### config.mk
export PLATFORM = sky130hd
export DESIGN_NAME = bssm_datapath
export DESIGN_NICKNAME = d
export VERILOG_FILES = /design/src/design/bssm_pkg.sv /design/src/design/bssm_datapath.sv
export SDC_FILE = /design/constraint.sdc
export NUM_CORES = 2
export LEC_CHECK = 0
export BUFFER_PORTS_ARGS = -buffer_cell sky130_fd_sc_hd__buf_2
export CAP_MARGIN = 20
export CORE_MARGIN = 3
export CORE_UTILIZATION = 40
export CTS_BUF_LIST = sky130_fd_sc_hd__clkbuf_8 sky130_fd_sc_hd__clkbuf_16
export DETAILED_ROUTE_END_ITERATION = 10
export PLACE_DENSITY = 0.53
export SLEW_MARGIN = 25
export SYNTH_ARGS = -nofsm -noshare
export SYNTH_HDL_FRONTEND = slang
export SYNTH_SLANG_ARGS = --single-unit
### constraint.sdc
create_clock -name clk -period 12.7 [get_ports clk]
set_clock_uncertainty 0.1 [all_clocks]
set_input_delay 0.635 -clock clk [delete_from_list [all_inputs] [get_ports clk]]
set_output_delay 0.635 -clock clk [all_outputs]
set_load 0.05 [all_outputs]
### src/design/bssm_pkg.sv
// ----------------------------------------------------------------------------
// bssm_pkg
// Shared types, constants and the arctangent table for the best-sample
// selector with circular mean.
// ----------------------------------------------------------------------------
package bssm_pkg;

	localparam int LIST_DEPTH_DEF = 8;
	localparam int SIDE_COUNT_DEF = 4;
	localparam int PASSES         = 16;

	// Command codes.
	localparam logic [1:0] CMD_CLEAR   = 2'd0;
	localparam logic [1:0] CMD_ADD     = 2'd1;
	localparam logic [1:0] CMD_COMPUTE = 2'd2;

	// CORDIC formats: angles in 1/25600 degree, vectors in Q2.14.
	localparam logic signed [17:0] CORDIC_START = 18'sd9949;
	localparam logic signed [25:0] QUARTER_Z    = 26'sd2304000;
	localparam logic signed [25:0] HALF_TURN    = 26'sd18000;

	typedef struct packed {
		logic signed [15:0] err;
		logic signed [15:0] yaw;
	} entry_t;

	// Payload of one input beat.
	typedef struct packed {
		logic [1:0]         cmd;
		logic signed [15:0] px_err;
		logic signed [15:0] yaw_cdeg;
	} in_beat_t;

	// Payload of one result beat.
	typedef struct packed {
		logic               complete;
		logic [3:0]         left_entries;
		logic [3:0]         right_entries;
		logic               mean_valid;
		logic signed [15:0] mean_yaw_cdeg;
	} out_beat_t;

	// Commands from the controller to the datapath.
	typedef struct packed {
		logic clear;      // empty both lists
		logic load;       // capture the incoming sample
		logic shift_step; // one step of the insertion walk
		logic sc_init;    // start a sin/cos for the current slot
		logic sc_step;    // one rotation pass
		logic sc_acc;     // add the vector to the sums
		logic at_init;    // start the arctangent
		logic at_step;    // one vectoring pass
		logic finish;     // register the result
	} cmd_t;

	// Status from the datapath to the controller.
	typedef struct packed {
		logic insert_done;
	} status_t;

	function automatic logic signed [25:0] atan_entry(input logic [3:0] i);
		logic signed [25:0] r;
		begin
			case (i)
				4'd0:  r = 26'sd1152000;
				4'd1:  r = 26'sd680065;
				4'd2:  r = 26'sd359328;
				4'd3:  r = 26'sd182400;
				4'd4:  r = 26'sd91554;
				4'd5:  r = 26'sd45822;
				4'd6:  r = 26'sd22916;
				4'd7:  r = 26'sd11459;
				4'd8:  r = 26'sd5730;
				4'd9:  r = 26'sd2865;
				4'd10: r = 26'sd1432;
				4'd11: r = 26'sd716;
				4'd12: r = 26'sd358;
				4'd13: r = 26'sd179;
				4'd14: r = 26'sd90;
				default: r = 26'sd45;
			endcase
			return r;
		end
	endfunction

endpackage

### src/design/bssm_datapath.sv
// ----------------------------------------------------------------------------
// bssm_datapath
// Datapath: the two sorted lists, the insertion shifter, the shared CORDIC
// unit for sin/cos and arctangent, and the result register.
// ----------------------------------------------------------------------------
module bssm_datapath #(
	parameter int LIST_DEPTH = 8,
	parameter int SIDE_COUNT = 4
) (
	input  logic                clk,
	input  logic                arst_n,
	input  bssm_pkg::cmd_t      cmd,
	output bssm_pkg::status_t   st,
	input  logic [$clog2(2*SIDE_COUNT+1)-1:0] slot,
	input  logic [3:0]          pass,
	input  logic signed [15:0]  in_err,
	input  logic signed [15:0]  in_yaw,
	input  logic [1:0]          res_cmd,
	output logic                complete,
	output logic [3:0]          left_entries,
	output logic [3:0]          right_entries,
	output logic                mean_valid,
	output logic signed [15:0]  mean_yaw_cdeg
);
	import bssm_pkg::*;

	localparam int FW = $clog2(LIST_DEPTH+1);
	localparam int IW = (LIST_DEPTH > 1) ? $clog2(LIST_DEPTH) : 1;
	localparam int SW = $clog2(2*SIDE_COUNT+1);

	entry_t        left_q  [LIST_DEPTH];
	entry_t        right_q [LIST_DEPTH];
	logic [FW-1:0] lfill_q, rfill_q;
	logic          zleft_q;

	// Insertion walk state.
	logic          side_q;      // 1: right list
	logic          act_q;       // sample will be placed
	logic [FW-1:0] k_q;
	entry_t        smp_q;

	function automatic logic [15:0] mag(input logic signed [15:0] e);
		return e[15] ? 16'(-e) : 16'(e);
	endfunction

	// Side choice and full-list test for the incoming sample.
	logic          go_right;
	logic [FW-1:0] fill_sel;
	entry_t        worst;
	always_comb begin
		if (in_err < 0) go_right = 1'b0;
		else if (in_err > 0) go_right = 1'b1;
		else go_right = !((lfill_q < rfill_q) || ((lfill_q == rfill_q) && zleft_q));
		fill_sel = go_right ? rfill_q : lfill_q;
		worst    = go_right ? right_q[IW'(LIST_DEPTH-1)] : left_q[IW'(LIST_DEPTH-1)];
	end

	// Neighbour in front of the walk position.
	entry_t  prev;
	logic    k_nz;
	always_comb begin
		k_nz = (k_q != '0);
		prev = side_q ? right_q[IW'(k_q - FW'(1))] : left_q[IW'(k_q - FW'(1))];
	end
	logic walk_move;
	assign walk_move = act_q && k_nz && (mag(smp_q.err) < mag(prev.err));
	assign st.insert_done = !walk_move;

	// Lists and fill counts.
	always_ff @(posedge clk or negedge arst_n) begin
		if (!arst_n) begin
			for (int i = 0; i < LIST_DEPTH; i++) begin
				left_q[i]  <= '0;
				right_q[i] <= '0;
			end
			lfill_q <= '0;
			rfill_q <= '0;
			zleft_q <= 1'b1;
			side_q  <= 1'b0;
			act_q   <= 1'b0;
			k_q     <= '0;
			smp_q   <= '0;
		end else if (cmd.clear) begin
			for (int i = 0; i < LIST_DEPTH; i++) begin
				left_q[i]  <= '0;
				right_q[i] <= '0;
			end
			lfill_q <= '0;
			rfill_q <= '0;
			zleft_q <= 1'b1;
		end else if (cmd.load) begin
			side_q <= go_right;
			smp_q  <= '{err: in_err, yaw: in_yaw};
			if (in_err == 0) zleft_q <= go_right;
			if (fill_sel < FW'(LIST_DEPTH)) begin
				act_q <= 1'b1;
				k_q   <= fill_sel;
				if (go_right) rfill_q <= rfill_q + FW'(1);
				else lfill_q <= lfill_q + FW'(1);
			end else begin
				act_q <= mag(in_err) < mag(worst.err);
				k_q   <= FW'(LIST_DEPTH-1);
			end
		end else if (cmd.shift_step && act_q) begin
			if (walk_move) begin
				if (side_q) right_q[IW'(k_q)] <= prev;
				else left_q[IW'(k_q)] <= prev;
				k_q <= k_q - FW'(1);
			end else begin
				if (side_q) right_q[IW'(k_q)] <= smp_q;
				else left_q[IW'(k_q)] <= smp_q;
				act_q <= 1'b0;
			end
		end
	end

	// Yaw of the slot being converted: even slots left, odd slots right.
	logic signed [15:0] slot_yaw;
	logic [SW-1:0]      idx;
	always_comb begin
		idx = slot >> 1;
		slot_yaw = '0;
		if (int'(idx) < LIST_DEPTH)
			slot_yaw = slot[0] ? right_q[IW'(idx)].yaw : left_q[IW'(idx)].yaw;
	end

	// Wrap, fold into the right half plane.
	logic signed [17:0] wa, fa;
	logic               flip;
	always_comb begin
		wa = 18'(slot_yaw);
		if (wa >= 18'sd18000) wa = wa - 18'sd36000;
		else if (wa < -18'sd18000) wa = wa + 18'sd36000;
		flip = 1'b0;
		fa = wa;
		if (wa > 18'sd9000) begin
			fa = wa - 18'sd18000;
			flip = 1'b1;
		end else if (wa < -18'sd9000) begin
			fa = wa + 18'sd18000;
			flip = 1'b1;
		end
	end

	// Shared CORDIC registers.
	logic signed [25:0] x_q, y_q, z_q;
	logic               flip_q;
	logic signed [25:0] sx_q, sy_q;
	logic signed [25:0] dx, dy, xn, yn, zn, at;
	logic               rot_pos;
	always_comb begin
		dx = y_q >>> pass;
		dy = x_q >>> pass;
		at = atan_entry(pass);
		rot_pos = cmd.sc_step ? (z_q >= 0) : (y_q < 0);
		if (rot_pos) begin
			xn = x_q - dx; yn = y_q + dy; zn = z_q - at;
		end else begin
			xn = x_q + dx; yn = y_q - dy; zn = z_q + at;
		end
	end

	// Final rounding and clamp of the angle.
	logic signed [25:0] zr;
	logic signed [15:0] ang;
	always_comb begin
		zr = (z_q + 26'sd128) >>> 8;
		if (zr > HALF_TURN) ang = 16'sd18000;
		else if (zr < -HALF_TURN) ang = -16'sd18000;
		else ang = zr[15:0];
	end

	logic [FW:0] tot;
	assign tot = {1'b0, lfill_q} + {1'b0, rfill_q};

	always_ff @(posedge clk or negedge arst_n) begin
		if (!arst_n) begin
			x_q <= '0; y_q <= '0; z_q <= '0; flip_q <= 1'b0;
			sx_q <= '0; sy_q <= '0;
			complete <= 1'b0; left_entries <= '0; right_entries <= '0;
			mean_valid <= 1'b0; mean_yaw_cdeg <= '0;
		end else begin
			if (cmd.sc_init) begin
				x_q <= 26'(CORDIC_START);
				y_q <= '0;
				z_q <= 26'(fa) * 26'sd256;
				flip_q <= flip;
				if (slot == '0) begin
					sx_q <= '0;
					sy_q <= '0;
				end
			end else if (cmd.sc_step) begin
				x_q <= xn; y_q <= yn; z_q <= zn;
				if (cmd.sc_acc) begin
					sx_q <= sx_q + (flip_q ? -xn : xn);
					sy_q <= sy_q + (flip_q ? -yn : yn);
				end
			end else if (cmd.at_init) begin
				// Turn by a quarter when x is negative.
				if (sx_q < 0) begin
					if (sy_q >= 0) begin
						x_q <= sy_q; y_q <= -sx_q; z_q <= QUARTER_Z;
					end else begin
						x_q <= -sy_q; y_q <= sx_q; z_q <= -QUARTER_Z;
					end
				end else begin
					x_q <= sx_q; y_q <= sy_q; z_q <= '0;
				end
			end else if (cmd.at_step) begin
				x_q <= xn; y_q <= yn; z_q <= zn;
			end
			if (cmd.finish) begin
				complete <= (int'(tot) >= LIST_DEPTH) &&
					(int'(lfill_q) >= SIDE_COUNT) &&
					(int'(rfill_q) >= SIDE_COUNT);
				left_entries  <= 4'(lfill_q);
				right_entries <= 4'(rfill_q);
				mean_valid    <= (res_cmd == CMD_COMPUTE);
				mean_yaw_cdeg <= (res_cmd == CMD_COMPUTE && (sx_q != 0 || sy_q != 0)) ?
					ang : 16'sd0;
			end
		end
	end

	a_fill_l: assert property (@(posedge clk) disable iff (!arst_n)
		lfill_q <= FW'(LIST_DEPTH)) else $error("left fill overflow");
	a_fill_r: assert property (@(posedge clk) disable iff (!arst_n)
		rfill_q <= FW'(LIST_DEPTH)) else $error("right fill overflow");
	a_fill_step: assert property (@(posedge clk) disable iff (!arst_n)
		!cmd.clear |=> (lfill_q >= $past(lfill_q)) && (rfill_q >= $past(rfill_q)))
		else $error("fill fell without a clear");
endmodule

==> run summary <==
status: finished, final reports clean
die area: 124500 sq um
CP Launch Type: register
Detail Placement HPWL: 109800 um
worst slack, placed: 3.315 ns
Peak VDD IR: 133.9 uV
Hold Crit Start: in_yaw[5]
final setup vio count: 0
Final period util: 73.56%
Worst Hold Depth: 3
Post-synth EDFFs: 0
Worst Hold Endpoint: smp_q[5]
worst-path maximum fanout: 64
post-layout min period: 9.342 ns
FF+latch count, synth: 716
hold_ws: 0.05595 ns
footprint of the flip-flops and latches: 17930 sq um
synthesized area: 48120 sq um
RSZ-0062 raised after global routing: no
Initial Utilization: 40.53%
routed wire length: 166800 um
TNS Setup: 0 ns
Syn Nets: 5143
Cell Pwr Density: 249.6 nW/um^2
worst rel slew slack: 24.91%
Tightest Pin Transition: 1.126 ns
WS Path Type: register to primary output
grt ovf: 0
Max clock buf depth: 3
cells on worst reg2reg path: 31
CTS Sinks: 716
final hold violations: 0
post-synth top area share: 37.19%
Critical Path AT: 8.61 ns
length of routed met2 wiring: 77990 um
share of layout cells above drive strength 1: 14.98%
die height: 352.8 um
ranking of synthesized cells by area: dfrtp_1 37%, mux4_2 13%, nand2_1 5.3%, o21ai_0 5.1%, a22o_1 5.0%
largest net degree at the start of global routing: 148
highest metal used: met5
post_cts resized: 0
final net count: 5086
Pins Over Slew Limit: 0
CTS H-tree lvls: 3
Synth top cells by count: 715 x dfrtp_1, 676 x nand2_1, 493 x o21ai_0
area leader, netlist: dfrtp_1
first-pass GRT wire length: 254000 um
GRT Total Usage: 26.33%
instance area at placement: 50130 sq um
most common cell in the synthesized netlist: dfrtp_1
# port buffers: 79
max_cap viols: 0
CTS tree: yes
Avg Cell Area, Syn: 9.796 sq um
Synth cell types: 92
Post-Synthesis Cells: 4912
Synth Flop Type: dfrtp_1
WL met1: 72390 um
Lkg Pwr: 22.84 nW
R2R Path End: sx_q[25]
R2R setup slack: 3.95 ns
number of buffers created by CTS: 86
final core utilization: 45.03%
vias in the first global route: 39.25k
Finished Cell Area: 53450 sq um
CP endpoint kind: primary output
drt pass-1 iters: 5
initial antenna violation count: 4
diodes inserted: 0
Vias/cell: 6.139
Avg WL per Cell: 25.56 um
Initial DRC Count: 3637
Final WS setup: 3.358 ns
post-synthesis sequential area ratio: 37.24%
area of the multi-input gates: 28710 sq um
HP Class: input pin to register
number of fillers in the final layout: 11.36k
clock root buffer: clkbuf_16
drt drc: 0
clk slew on worst S/H paths: 0.06 ns
Clk Latency, worst-skew pair: 0.73 ns
Worst EP required: 11.97 ns
RR Startpoint: y_q[25]
fmax: 107.0 MHz
vias: 40.05k
die width: 352.8 um
Yosys warning total: 0
# IOs: 80
number of routed nets with antenna violations: 0
Core Area: 118700 sq um
Rows: 126
Post-synth ARST share: 100.0%
routed wl met3: 11600 um
GP Congestion: 0.9271
synthesis-to-finish area growth: 11.09%
==> state kept, by name, summed over array words and instances (netlist names), 4 cells and up <==
signal,count
left_q,256
sy_q,26
rfill_q,4
smp_q,32
right_q,256
z_q,26
mean_yaw_cdeg,16
lfill_q,4
right_entries,4
y_q,26
left_entries,4
k_q,4
x_q,26
sx_q,26
==> per-stage QoR <==
stage,total power [mW],std cells
2_1_floorplan,8.648,4912
3_3_place_gp,10.56,6343
3_5_place_dp,10.60,6344
4_1_cts,13.34,6525
5_1_grt,14.35,6525
6_report,13.34,6525
==> layout by cell type (no fill, tap or decap), types with 66 or more instances in the layout <==
master / instances
dfrtp_1: 711
nand2_1: 674
o21ai_0: 493
nor2_1: 308
a22o_1: 277
mux4_2: 276
xnor2_1: 207
a21oi_1: 198
ha_1: 171
inv_1: 141
xor2_1: 108
nor3_1: 91
clkbuf_16: 86
nand3_1: 75
buf_2: 75
buf_4: 75
mux2_2: 66
==> worst max path at each step <==
stage | from | end | slack, ns | cells past startpoint
after CTS | k_q[0] | st | 3.39 | 24
after floorplan | k_q[0] | left_q[100] | 3.98 | 34
final | k_q[0] | st | 3.36 | 24
after global placement | pass[1] | sx_q[25] | 3.41 | 31
after global routing | k_q[0] | st | 3.01 | 24
after detailed placement | pass[1] | sx_q[25] | 3.31 | 31
==> cells by family after synthesis <==
group | Yosys count | synth area share [%]
and+or+nand+nor | 1440 | 13.32
AOI/OAI and AO/OA | 1392 | 19.00
DFF | 716 | 37.24
buffers and inverters | 452 | 3.841
muxes | 414 | 15.99
xor gates and xnor gates | 320 | 5.885
adders and majority gates | 178 | 4.722
==> critical path: stages, from the launching register on <==
cell and delay [ns]:
dfrtp_4 0.80, inv_1 0.24, ha_4 0.64, buf_4 0.70
buf_4 0.97, mux4_2 0.42, mux2_2 0.29, o21ai_1 0.13
buf_4 0.25, a21oi_1 0.08, xnor2_1 0.16, ha_1 0.29
a21o_1 0.16, a21o_1 0.17, a21oi_1 0.14, nor2b_1 0.05
o21ai_0 0.16, nand2b_1 0.07, a21oi_1 0.16, nor2b_1 0.07
nor4b_1 0.26, and2_2 0.59, buf_4 0.54, inv_1 0.22
buf_2 0.27
==> layer usage <==
metal / vias to the layer above / track usage (%)
met5: - / 0
met4: 2 / 7.617
met3: 305 / 4.917
met2: 1471 / 42.35
met1: 20263 / 36.26
li1: 18013 / -
==> power breakdown <==
| group | leakage (nW) | internal [mW] | switching (mW) | total [mW] |
|---|---|---|---|---|
| clock network | 1.57 | 1.58 | 1.08 | 2.66 |
| logic | 11.5 | 3.10 | 4.62 | 7.73 |
| registers | 9.74 | 2.50 | 0.455 | 2.96 |
| total | 22.8 | 7.18 | 6.16 | 13.3 |
==> layout make-up <==
class,count,area share (%)
Tap cell,1600,3.745
Inverter,128,0.8988
Clock buffer,104,4.489
Multi-Input combinational cell,3744,53.71
Timing Repair Buffer,179,2.369
Clock inverter,54,1.248
Sequential cell,716,33.54
==> what timing repair did <==
item | 4_1_cts | 5_1_grt
hold buffers | 23 | 0
endpoints found under the hold margin | 111 | 0
setup buffers | 0 | 0
(Power assumes the default switching activity.)
