===== config.mk =====
export PLATFORM = sky130hd
export DESIGN_NAME = bssm_ctrl
export DESIGN_NICKNAME = d
export VERILOG_FILES = /design/src/design/bssm_pkg.sv /design/src/design/bssm_ctrl.sv
export SDC_FILE = /design/constraint.sdc
export NUM_CORES = 1
export LEC_CHECK = 0
export BUFFER_PORTS_ARGS = -buffer_cell sky130_fd_sc_hd__buf_2
export CORE_AREA = 2 2 45 47
export CTS_BUF_LIST = sky130_fd_sc_hd__clkbuf_4
export CTS_CLUSTER_DIAMETER = 200
export DETAILED_ROUTE_END_ITERATION = 8
export DIE_AREA = 0 0 47 49
export PLACE_DENSITY = 0.8
export SYNTH_ARGS = -nofsm -noshare
export SYNTH_HDL_FRONTEND = slang
export SYNTH_SLANG_ARGS = --single-unit

===== constraint.sdc =====
create_clock -name clk -period 1.9 [get_ports clk]
set_input_delay 0.19 -clock clk [delete_from_list [all_inputs] [get_ports clk]]
set_output_delay 0.19 -clock clk [all_outputs]
set_load 0.05 [all_outputs]

===== src/design/bssm_pkg.sv =====
// ----------------------------------------------------------------------------
// bssm_pkg
// Shared types, constants and the arctangent table for the best-sample
// selector with circular mean.
// ----------------------------------------------------------------------------
package bssm_pkg;

	localparam int LIST_DEPTH_DEF = 8;
	localparam int SIDE_COUNT_DEF = 4;
	localparam int PASSES         = 16;

	// Command codes.
	localparam logic [1:0] CMD_CLEAR   = 2'd0;
	localparam logic [1:0] CMD_ADD     = 2'd1;
	localparam logic [1:0] CMD_COMPUTE = 2'd2;

	// CORDIC formats: angles in 1/25600 degree, vectors in Q2.14.
	localparam logic signed [17:0] CORDIC_START = 18'sd9949;
	localparam logic signed [25:0] QUARTER_Z    = 26'sd2304000;
	localparam logic signed [25:0] HALF_TURN    = 26'sd18000;

	typedef struct packed {
		logic signed [15:0] err;
		logic signed [15:0] yaw;
	} entry_t;

	// Payload of one input beat.
	typedef struct packed {
		logic [1:0]         cmd;
		logic signed [15:0] px_err;
		logic signed [15:0] yaw_cdeg;
	} in_beat_t;

	// Payload of one result beat.
	typedef struct packed {
		logic               complete;
		logic [3:0]         left_entries;
		logic [3:0]         right_entries;
		logic               mean_valid;
		logic signed [15:0] mean_yaw_cdeg;
	} out_beat_t;

	// Commands from the controller to the datapath.
	typedef struct packed {
		logic clear;      // empty both lists
		logic load;       // capture the incoming sample
		logic shift_step; // one step of the insertion walk
		logic sc_init;    // start a sin/cos for the current slot
		logic sc_step;    // one rotation pass
		logic sc_acc;     // add the vector to the sums
		logic at_init;    // start the arctangent
		logic at_step;    // one vectoring pass
		logic finish;     // register the result
	} cmd_t;

	// Status from the datapath to the controller.
	typedef struct packed {
		logic insert_done;
	} status_t;

	function automatic logic signed [25:0] atan_entry(input logic [3:0] i);
		logic signed [25:0] r;
		begin
			case (i)
				4'd0:  r = 26'sd1152000;
				4'd1:  r = 26'sd680065;
				4'd2:  r = 26'sd359328;
				4'd3:  r = 26'sd182400;
				4'd4:  r = 26'sd91554;
				4'd5:  r = 26'sd45822;
				4'd6:  r = 26'sd22916;
				4'd7:  r = 26'sd11459;
				4'd8:  r = 26'sd5730;
				4'd9:  r = 26'sd2865;
				4'd10: r = 26'sd1432;
				4'd11: r = 26'sd716;
				4'd12: r = 26'sd358;
				4'd13: r = 26'sd179;
				4'd14: r = 26'sd90;
				default: r = 26'sd45;
			endcase
			return r;
		end
	endfunction

endpackage


===== src/design/bssm_ctrl.sv =====
// ----------------------------------------------------------------------------
// bssm_ctrl
// Controller: sequences the insertion walk, the sin/cos passes over the
// selected slots and the final arctangent, then presents the result.
// ----------------------------------------------------------------------------
module bssm_ctrl #(
	parameter int SIDE_COUNT = 4
) (
	input  logic              clk,
	input  logic              arst_n,
	input  logic              in_valid,
	output logic              in_ready,
	input  logic [1:0]        in_cmd,
	input  bssm_pkg::status_t st,
	output bssm_pkg::cmd_t    cmd,
	output logic [$clog2(2*SIDE_COUNT+1)-1:0] slot,
	output logic [3:0]        pass,
	output logic              out_valid,
	input  logic              out_ready
);
	import bssm_pkg::*;

	localparam int SW = $clog2(2*SIDE_COUNT+1);
	localparam logic [SW-1:0] LAST_SLOT = SW'(2*SIDE_COUNT-1);

	localparam logic [2:0] S_IDLE = 3'd0;
	localparam logic [2:0] S_INS  = 3'd1;
	localparam logic [2:0] S_SCI  = 3'd2;
	localparam logic [2:0] S_SC   = 3'd3;
	localparam logic [2:0] S_AT   = 3'd4;
	localparam logic [2:0] S_DONE = 3'd5;
	localparam logic [2:0] S_OUT  = 3'd6;

	logic [2:0]    state_q;
	logic [SW-1:0] slot_q;
	logic [3:0]    pass_q;
	logic          accept;

	assign in_ready  = (state_q == S_IDLE);
	assign accept    = in_valid && in_ready;
	assign out_valid = (state_q == S_OUT);
	assign slot      = slot_q;
	assign pass      = pass_q;

	// Command decode per state.
	always_comb begin
		cmd = '0;
		unique case (state_q)
			S_IDLE: begin
				cmd.clear = accept && (in_cmd == CMD_CLEAR);
				cmd.load  = accept && (in_cmd == CMD_ADD);
				cmd.at_init = 1'b0;
			end
			S_INS:  cmd.shift_step = 1'b1;
			S_SCI:  cmd.sc_init = 1'b1;
			S_SC: begin
				cmd.sc_step = 1'b1;
				cmd.sc_acc  = (pass_q == 4'd15);
			end
			S_AT: begin
				cmd.at_init = (pass_q == 4'd0) && (slot_q == '0);
				cmd.at_step = 1'b1;
			end
			S_DONE: cmd.finish = 1'b1;
			S_OUT:  ;
			default: ;
		endcase
	end

	// State register and counters.
	always_ff @(posedge clk or negedge arst_n) begin
		if (!arst_n) begin
			state_q <= S_IDLE;
			slot_q  <= '0;
			pass_q  <= '0;
		end else begin
			unique case (state_q)
				S_IDLE: begin
					slot_q <= '0;
					pass_q <= '0;
					if (accept) begin
						if (in_cmd == CMD_ADD) state_q <= S_INS;
						else if (in_cmd == CMD_COMPUTE) state_q <= S_SCI;
						else state_q <= S_DONE;
					end
				end
				S_INS: if (st.insert_done) state_q <= S_DONE;
				S_SCI: begin
					pass_q  <= '0;
					state_q <= S_SC;
				end
				S_SC: begin
					pass_q <= pass_q + 4'd1;
					if (pass_q == 4'd15) begin
						if (slot_q == LAST_SLOT) begin
							slot_q  <= '0;
							state_q <= S_AT;
						end else begin
							slot_q  <= slot_q + SW'(1);
							state_q <= S_SCI;
						end
					end
				end
				S_AT: begin
					// slot_q marks that the initial turn has been taken.
					if (slot_q == '0) slot_q <= SW'(1);
					else begin
						pass_q <= pass_q + 4'd1;
						if (pass_q == 4'd15) state_q <= S_DONE;
					end
				end
				S_DONE: state_q <= S_OUT;
				S_OUT:  if (out_ready) state_q <= S_IDLE;
				default: state_q <= S_IDLE;
			endcase
		end
	end

	// The input side is closed while work is in flight.
	a_ready_idle: assert property (@(posedge clk) disable iff (!arst_n)
		in_ready |-> !out_valid)
		else $error("ready while a result is pending");
	a_out_hold: assert property (@(posedge clk) disable iff (!arst_n)
		out_valid && !out_ready |=> out_valid)
		else $error("result withdrawn while stalled");
	a_slot_range: assert property (@(posedge clk) disable iff (!arst_n)
		state_q == S_SC |-> slot_q <= LAST_SLOT)
		else $error("slot out of range");
endmodule


==> results.md, run 1 <==
* Mapped cell area at 877.1 sq um
* Crit Reg-Reg Endpoint: pass[3]$_DFFE_PN0P_
* Maximum clock rate at roughly 550 MHz
* Seq/Total Area, Yosys at 31.38%
* Cell taking the most area after synthesis: dfrtp_1
* Post-synth EDFFs at 0
* Syn_nets at 114
* Vias in the first global route at 760
* Reg2reg start: slot[0]$_DFFE_PN0P_
* Worst R2R Path Depth at 6
* Max layer used: met4
* Initial Util at 47.62%
* Detailed Place HPWL at 1.516 mm
* Die height at 49 um
* Dominant synthesized flop cell: dfrtp_1
* Routed length per instance at 12.70 um
* Max_cap viols at 0
* Final #Nets at 143
* Worst VDD drop at 0.0002293 V
* Hold Violations, Final at 0
* Yosys cell types at 40
* Largest net degree at the start of global routing at 13
* Mapped Cells at 99
* DRT antenna net count at 0
* Slew Limit Headroom at between 70% and 80%
* Synth area leaders: dfrtp_1 (31%), ha_1 (11%), nand3_1 (4.0%)
* Pwr dens at 368.6 nW/um^2
* Share of layout cells above drive strength 1 at a little under two fifths
* Clock sink total at 11
* Syn_area_per_cell at around 8.9 sq um
* Reg clk slew, reported paths at 0.08 ns
* Num CTS Buffers at 3
* Via count at 860
* Met1 WL at 880 um
* Metal3 WL at 75 um
* CP Capture Type: primary output
* WS Path Type: flip-flop to primary output
* Routed Wire Length at 1.956 mm
* CP startpoint: state_q[1]$_DFFE_PN0P_
* Arr. time, crit path at 1.64 ns
* WL met2 at 973 um
* Fillers at 179
* Fin crit share at 96.06%
* Dpl ws at roughly 0.11 ns
* Post-CTS Repair Setup Buffers at 0
* PnR worst setup slack at 0.07479 ns
* YS warnings at 0
* GRT Total Usage at 18.89%
* Fin crit period at about 1.8 ns
* Die X at 47 um
* Initial DRC Count at 18
* Vias per cell at 5.584
* H-tree levels at 1
* Clk_lat worst skew at 0.27 ns
* Worst clock skew at 0.003558 ns
* Leakage at 0.0005563 uW
* Root buf cell: clkbuf_4
* First-pass GRT wire length at 3.277 mm
* Antenna cell count at 0
* # DRC at 0
* Crit-path max FO at 12
* Worst-Margin Slew at 0.3223 ns
* Asr flop ratio synth at 100.0%
* Rows at 16
* Status: finished clean
* Yosys reg bits at 11
* Final setup vio count at 0
* Final hold slack at 0.3153 ns
* End point of the critical path: cmd[7]
* CP Data Required Time at between 1.5 and 2 ns
* I/O Pins at 26
* Synth top area share at 31.38%
* CTS tree: done
* CTS max path bufs at 2
* Detailed Routing Iterations Pass 1 at 4
* PortBufs at 25
* Core area at 1842 sq um
* Fin. max-slew vios at 0
* Area growth from synthesis to layout at 28.25%
* Die ar. at around 2300 sq um
* Hold crit path type: input port to async pin
* GPL Wtd Cong at around 0.77
* Reg2reg setup slack at 0.14 ns
* Overflow after GRT at 0
* Critical Path Start Type: flip-flop
* Initial antenna violation count at 0
[what timing repair did]
action | 4_1_cts | 5_1_grt
endpoints found under the hold margin | 11 | 0
hold buffers | 1 | 0
pin swaps | 0 | 1
cloned | 0 | 0
gates resized for setup | 3 | 5
endpoints found under the setup margin | 2 | 4
[worst max-delay path: stages, from the launching register on]
cell,delay (ns)
dfrtp_2,0.48
buf_4,0.21
nor3_4,0.23
and3_1,0.19
buf_2,0.26
[registers in the layout, summed over array words and instances, names as in the netlist]
register / count
pass: 4
state_q: 3
slot: 4
[area by class of cell]
class	instances	area, sq um	area share (%)
multi-input cells	74	585.6	52.06
clock inverters	1	5.005	0.4449
flip-flops and latches	11	282.8	25.14
inverters	10	37.54	3.337
well taps	27	33.78	3.003
clock buffers	3	22.52	2.002
repair buffers	28	157.7	14.02
[cell families after synthesis]
| family | count (synthesis) | synth area share [%] |
|---|---|---|
| compound gates | 29 | 24.68 |
| fa+ha+maj | 8 | 11.41 |
| buf+inv | 14 | 7.132 |
| flops | 11 | 31.38 |
| simple gates | 37 | 25.39 |
[metal layers]
metal / vias up / track usage (%)
li1: 421 / -
met1: 408 / 26.33
met2: 27 / 29.22
met3: 4 / 2.222
met4: 0 / 6.944
met5: - / 0
[through the flow]
stage / utilization, % / power [uW] / area (sq um) / std cells / setup TNS [ns]
floorplan: - / 243.3 / 917.1 / 99 / -0.04363
global placement: 57.88 / 256.4 / 1066 / 149 / 0
detailed placement: 57.88 / 257.3 / 1066 / 149 / 0
CTS: 60.46 / 417.5 / 1114 / 154 / 0
global route: 61.07 / 439.3 / 1125 / 154 / -0.01759
finish: 61.07 / 414.6 / 1125 / 154 / 0
[synthesized netlist by cell type, drive strengths merged, types with 2 or more instances]
master  number
and3         4
o21ai        8
inv         10
a22oi        2
nor3         4
nor3b        3
nand2        4
nand3        7
ha           8
a31oi        2
nand3b       2
o21a         2
dfrtp       11
nor2b        2
nor2         6
o31ai        3
buf          4
[worst min path at each step]
stage                       from             endpoint  slack [ns]  depth (start not counted)
after global routing      arst_n  pass[2]$_DFFE_PN0P_        0.35                          2
after global placement    arst_n  slot[3]$_DFFE_PN0P_        0.07                          1
after CTS                 arst_n  slot[3]$_DFFE_PN0P_        0.32                          2
after detailed placement  arst_n  pass[2]$_DFFE_PN0P_        0.08                          1
after floorplan           arst_n  pass[0]$_DFFE_PN0P_       -0.11                          0
final                     arst_n  slot[3]$_DFFE_PN0P_        0.32                          2
[cells in the final DEF, fill, tap and decap left out, drive strengths merged, types with 4 or more instances in the layout]
cell,n
buf,27
nor3,4
o21ai,8
nand2,4
nand3,7
nor2,6
ha,8
inv,10
and3,4
dfrtp,11
[power breakdown]
group / leakage, uW / internal, uW / switching (uW)
Combinational: 0.000420 / 8.23 / 11.4
Sequential: 0.000118 / 234 / 0
Clock: 0.0000177 / 77.9 / 83.4
Power figures use the tool's default switching activity.
==> run 2, diff against run 1 <==
--- a/config.mk
+++ b/config.mk
@@ -5,13 +5,14 @@
 export SDC_FILE = /design/constraint.sdc
 export NUM_CORES = 1
 export LEC_CHECK = 0
-export BUFFER_PORTS_ARGS = -buffer_cell sky130_fd_sc_hd__buf_2
 export CORE_AREA = 2 2 45 47
 export CTS_BUF_LIST = sky130_fd_sc_hd__clkbuf_4
 export CTS_CLUSTER_DIAMETER = 200
 export DETAILED_ROUTE_END_ITERATION = 8
 export DIE_AREA = 0 0 47 49
-export PLACE_DENSITY = 0.8
+export DONT_BUFFER_PORTS = 1
+export HOLD_SLACK_MARGIN = 0.12
+export PLACE_DENSITY = 0.7
 export SYNTH_ARGS = -nofsm -noshare
 export SYNTH_HDL_FRONTEND = slang
 export SYNTH_SLANG_ARGS = --single-unit
==> constraint.sdc (replaced) <==
create_clock -name clk -period 1.6 [get_ports clk]
set_input_delay 0.16 -clock clk [delete_from_list [all_inputs] [get_ports clk]]
set_output_delay 0.16 -clock clk [all_outputs]
set_load 0.05 [all_outputs]
==> results.md, run 2 (synthesized netlist as in run 1, its figures left out) <==
* Detailed Place HPWL at 1.624 mm (+7.1%)
* # DRC at 0 (unchanged)
* Worst clock skew at 0.003048 ns (-0.0005097 ns)
* Clk_lat worst skew at 0.28 ns (about the same)
* Final #Nets at 157 (+9.8%)
* Initial antenna violation count at 0 (unchanged)
* Slew Limit Headroom at 65.37% (-13 points)
* Fin crit period at roughly 1.7 ns
* Crit path max-delay family: simple AND/OR/NAND/NOR gates
* Clock sink total at 11 (unchanged)
* Worst hold endpoint: state_q[2]$_DFFE_PN0P_
* Vias per cell at 5.732 (+2.6%)
* GRT Total Usage at 22.29% (+3.4 points)
* Initial Util at 47.62% (unchanged)
* Non-filler cells, final at 168 (+9.1%)
* First-pass GRT wire length at 3.781 mm (+15%)
* I/O Pins at 26 (unchanged)
* PnR worst setup slack at -0.1223 ns (-0.1971 ns)
* Final setup TNS at -0.5409 ns (-0.5409 ns)
* WS Path Type: flip-flop to primary output
* Worst path slowest cell: dfrtp_2
* Crit-path max FO at 5 (-7)
* Placed cell count at 144 (-3.4%)
* Routed length per instance at 15.81 um (+24%)
* Initial DRC Count at 45 (+27)
* PortBufs at 0 (-100%)
* Rows at 16 (unchanged)
* Die height at 49 um (unchanged)
* Worst VDD drop at 0.0005177 V (+130%)
* Root buf cell: clkbuf_4
* Core area at 1842 sq um (unchanged)
* Fin crit share at 107.6%
* Crit path largest cell delay at 0.46 ns (-0.02 ns)
* Via count at 963 (+12%)
* Post-route cell area at 1441 sq um (+28%)
* Max_cap viols at 0 (unchanged)
* Most common cell after layout, fill and taps aside: buf_4
* Area growth from synthesis to layout at 64.34%
* Final setup vio count at 11 (+11)
* Vias in the first global route at 856 (+13%)
* Hold Path Stages at 3
* Antenna cell count at 0 (unchanged)
* Most frequent cells in the layout: buf_4 (28), buf_6 (9), dfrtp_2 (8)
* DRT antenna net count at 0 (unchanged)
* Final hold slack at 0.1933 ns (-0.1221 ns)
* Overflow after GRT at 0 (unchanged)
* Hold path start: in_valid
* Detailed Routing Iterations Pass 1 at 4 (unchanged)
* Worst-Margin Slew at 0.5177 ns (+0.1955 ns)
* Share of layout cells above drive strength 1 at 56.03% (+18 points)
* Routed Wire Length at 2.656 mm (+36%)
* Fillers at 132 (-26%)
* Pwr dens at 356.2 nW/um^2 (-3.4%)
* WP buf/inv at 1 (-1)
* CTS tree: done
* Status: finished with violations
* Violated checks: setup timing
* Critical Path Start Type: flip-flop
* Arr. time, crit path at 1.56 ns (-0.08 ns)
* Leakage at 0.0006488 uW (+17%)
* Unrepaired setup endpoints after global routing: yes
* Hold crit path type: input port to flip-flop
* Maximum clock rate at 580.6 MHz
* CTS max path bufs at 2 (unchanged)
* Num CTS Buffers at 3 (unchanged)
* Critical path depth at 3 (-1)
* Reg clk slew, reported paths at 0.07 ns (about the same)
* GPL Wtd Cong at 0.8205 (+7.1%)
* Reg2reg setup slack at -0.05 ns (-0.19 ns)
* CP Data Required Time at 1.44 ns (-0.27 ns)
* H-tree levels at 1 (unchanged)
* Die ar. at 2303 sq um (unchanged)
* Hold Violations, Final at 0 (unchanged)
* Worst R2R Path Depth at 6 (unchanged)
* Die X at 47 um (unchanged)
* CP Capture Type: primary output
* Reg2reg start: state_q[1]$_DFFE_PN0P_
* Fin. max-slew vios at 0 (unchanged)
* Post-Place Cell Area at 1155 sq um (+8.3%)
* CP Cell Sequence: buf_12, nor3b_4, and4_4
* Crit Reg-Reg Endpoint: pass[3]$_DFFE_PN0P_
* Fin util at 78.26% (+17 points)
* Largest net degree at the start of global routing at 12 (-1)
==> run 2: changes by cell type in the layout (fill, tap and decap cells not counted), sizes merged <==
cell      change
clkbuf        +1
buf          +14
inv           -1
clkinvlp      +1
clkinv        -1
==> run 2: final cells by class <==
class	count	area, sq um	area share (%)
clock buffers	4	30.03	2.083
inverters	10	41.29	2.865
multi-input cells	74	669.4	46.44
flip-flops and latches	11	285.3	19.79
well taps	27	33.78	2.344
repair buffers	42	381.6	26.48
==> run 2: what timing repair did <==
item / CTS / global route
setup endpoints to repair: 10 / 17
endpoints found under the hold margin: 11 / 0
hold buffers: 1 / 0
resized for setup: 7 / 17
buffers inserted: 7 / 11
pin swaps: 6 / 8
gates cloned: 0 / 1
==> run 2: how the worst max path moves through the flow <==
stage	startpoint	endpoint	slack, ns
detailed placement	slot[1]$_DFFE_PN0P_	pass[3]$_DFFE_PN0P_	0.0002
global placement	slot[1]$_DFFE_PN0P_	pass[3]$_DFFE_PN0P_	0.04
global route	state_q[1]$_DFFE_PN0P_	cmd[2]	-0.17
CTS	state_q[1]$_DFFE_PN0P_	cmd[7]	-0.07
floorplan	state_q[0]$_DFFE_PN0P_	pass[0]$_DFFE_PN0P_	-0.17
finish	state_q[1]$_DFFE_PN0P_	cmd[2]	-0.12
==> run 2: worst register-to-register path, stage by stage, from the launching register on <==
cell and delay, ns:
dfrtp_2 0.46, buf_12 0.14, nor3b_4 0.29, buf_4 0.19
nor2_1 0.05, or2_4 0.27, o31ai_4 0.16
==> run 2: metrics by stage <==
stage	total power (uW)	setup slack [ns]
after floorplan	289.3	-0.1730
after global placement	291.2	0.03882
after CTS	515.1	-0.06982
after detailed placement	291.9	0.0002072
final	513.4	-0.1223
after global routing	539.4	-0.1662
==> run 2: metal layers <==
metal	vias to the layer above	wire [um]	global-route usage, %
met3	8	199	6.667
met2	49	1339	33.79
met1	456	1031	27.98
met4	0	86	10.65
met5	-	0	0
li1	450	-	-
==> run 2: where the power goes <==
group	internal (uW)	switching, uW	leakage, uW
sequential	278	0	0.000118
clock	114	106	0.0000184
combinational	5.48	10.5	0.000513
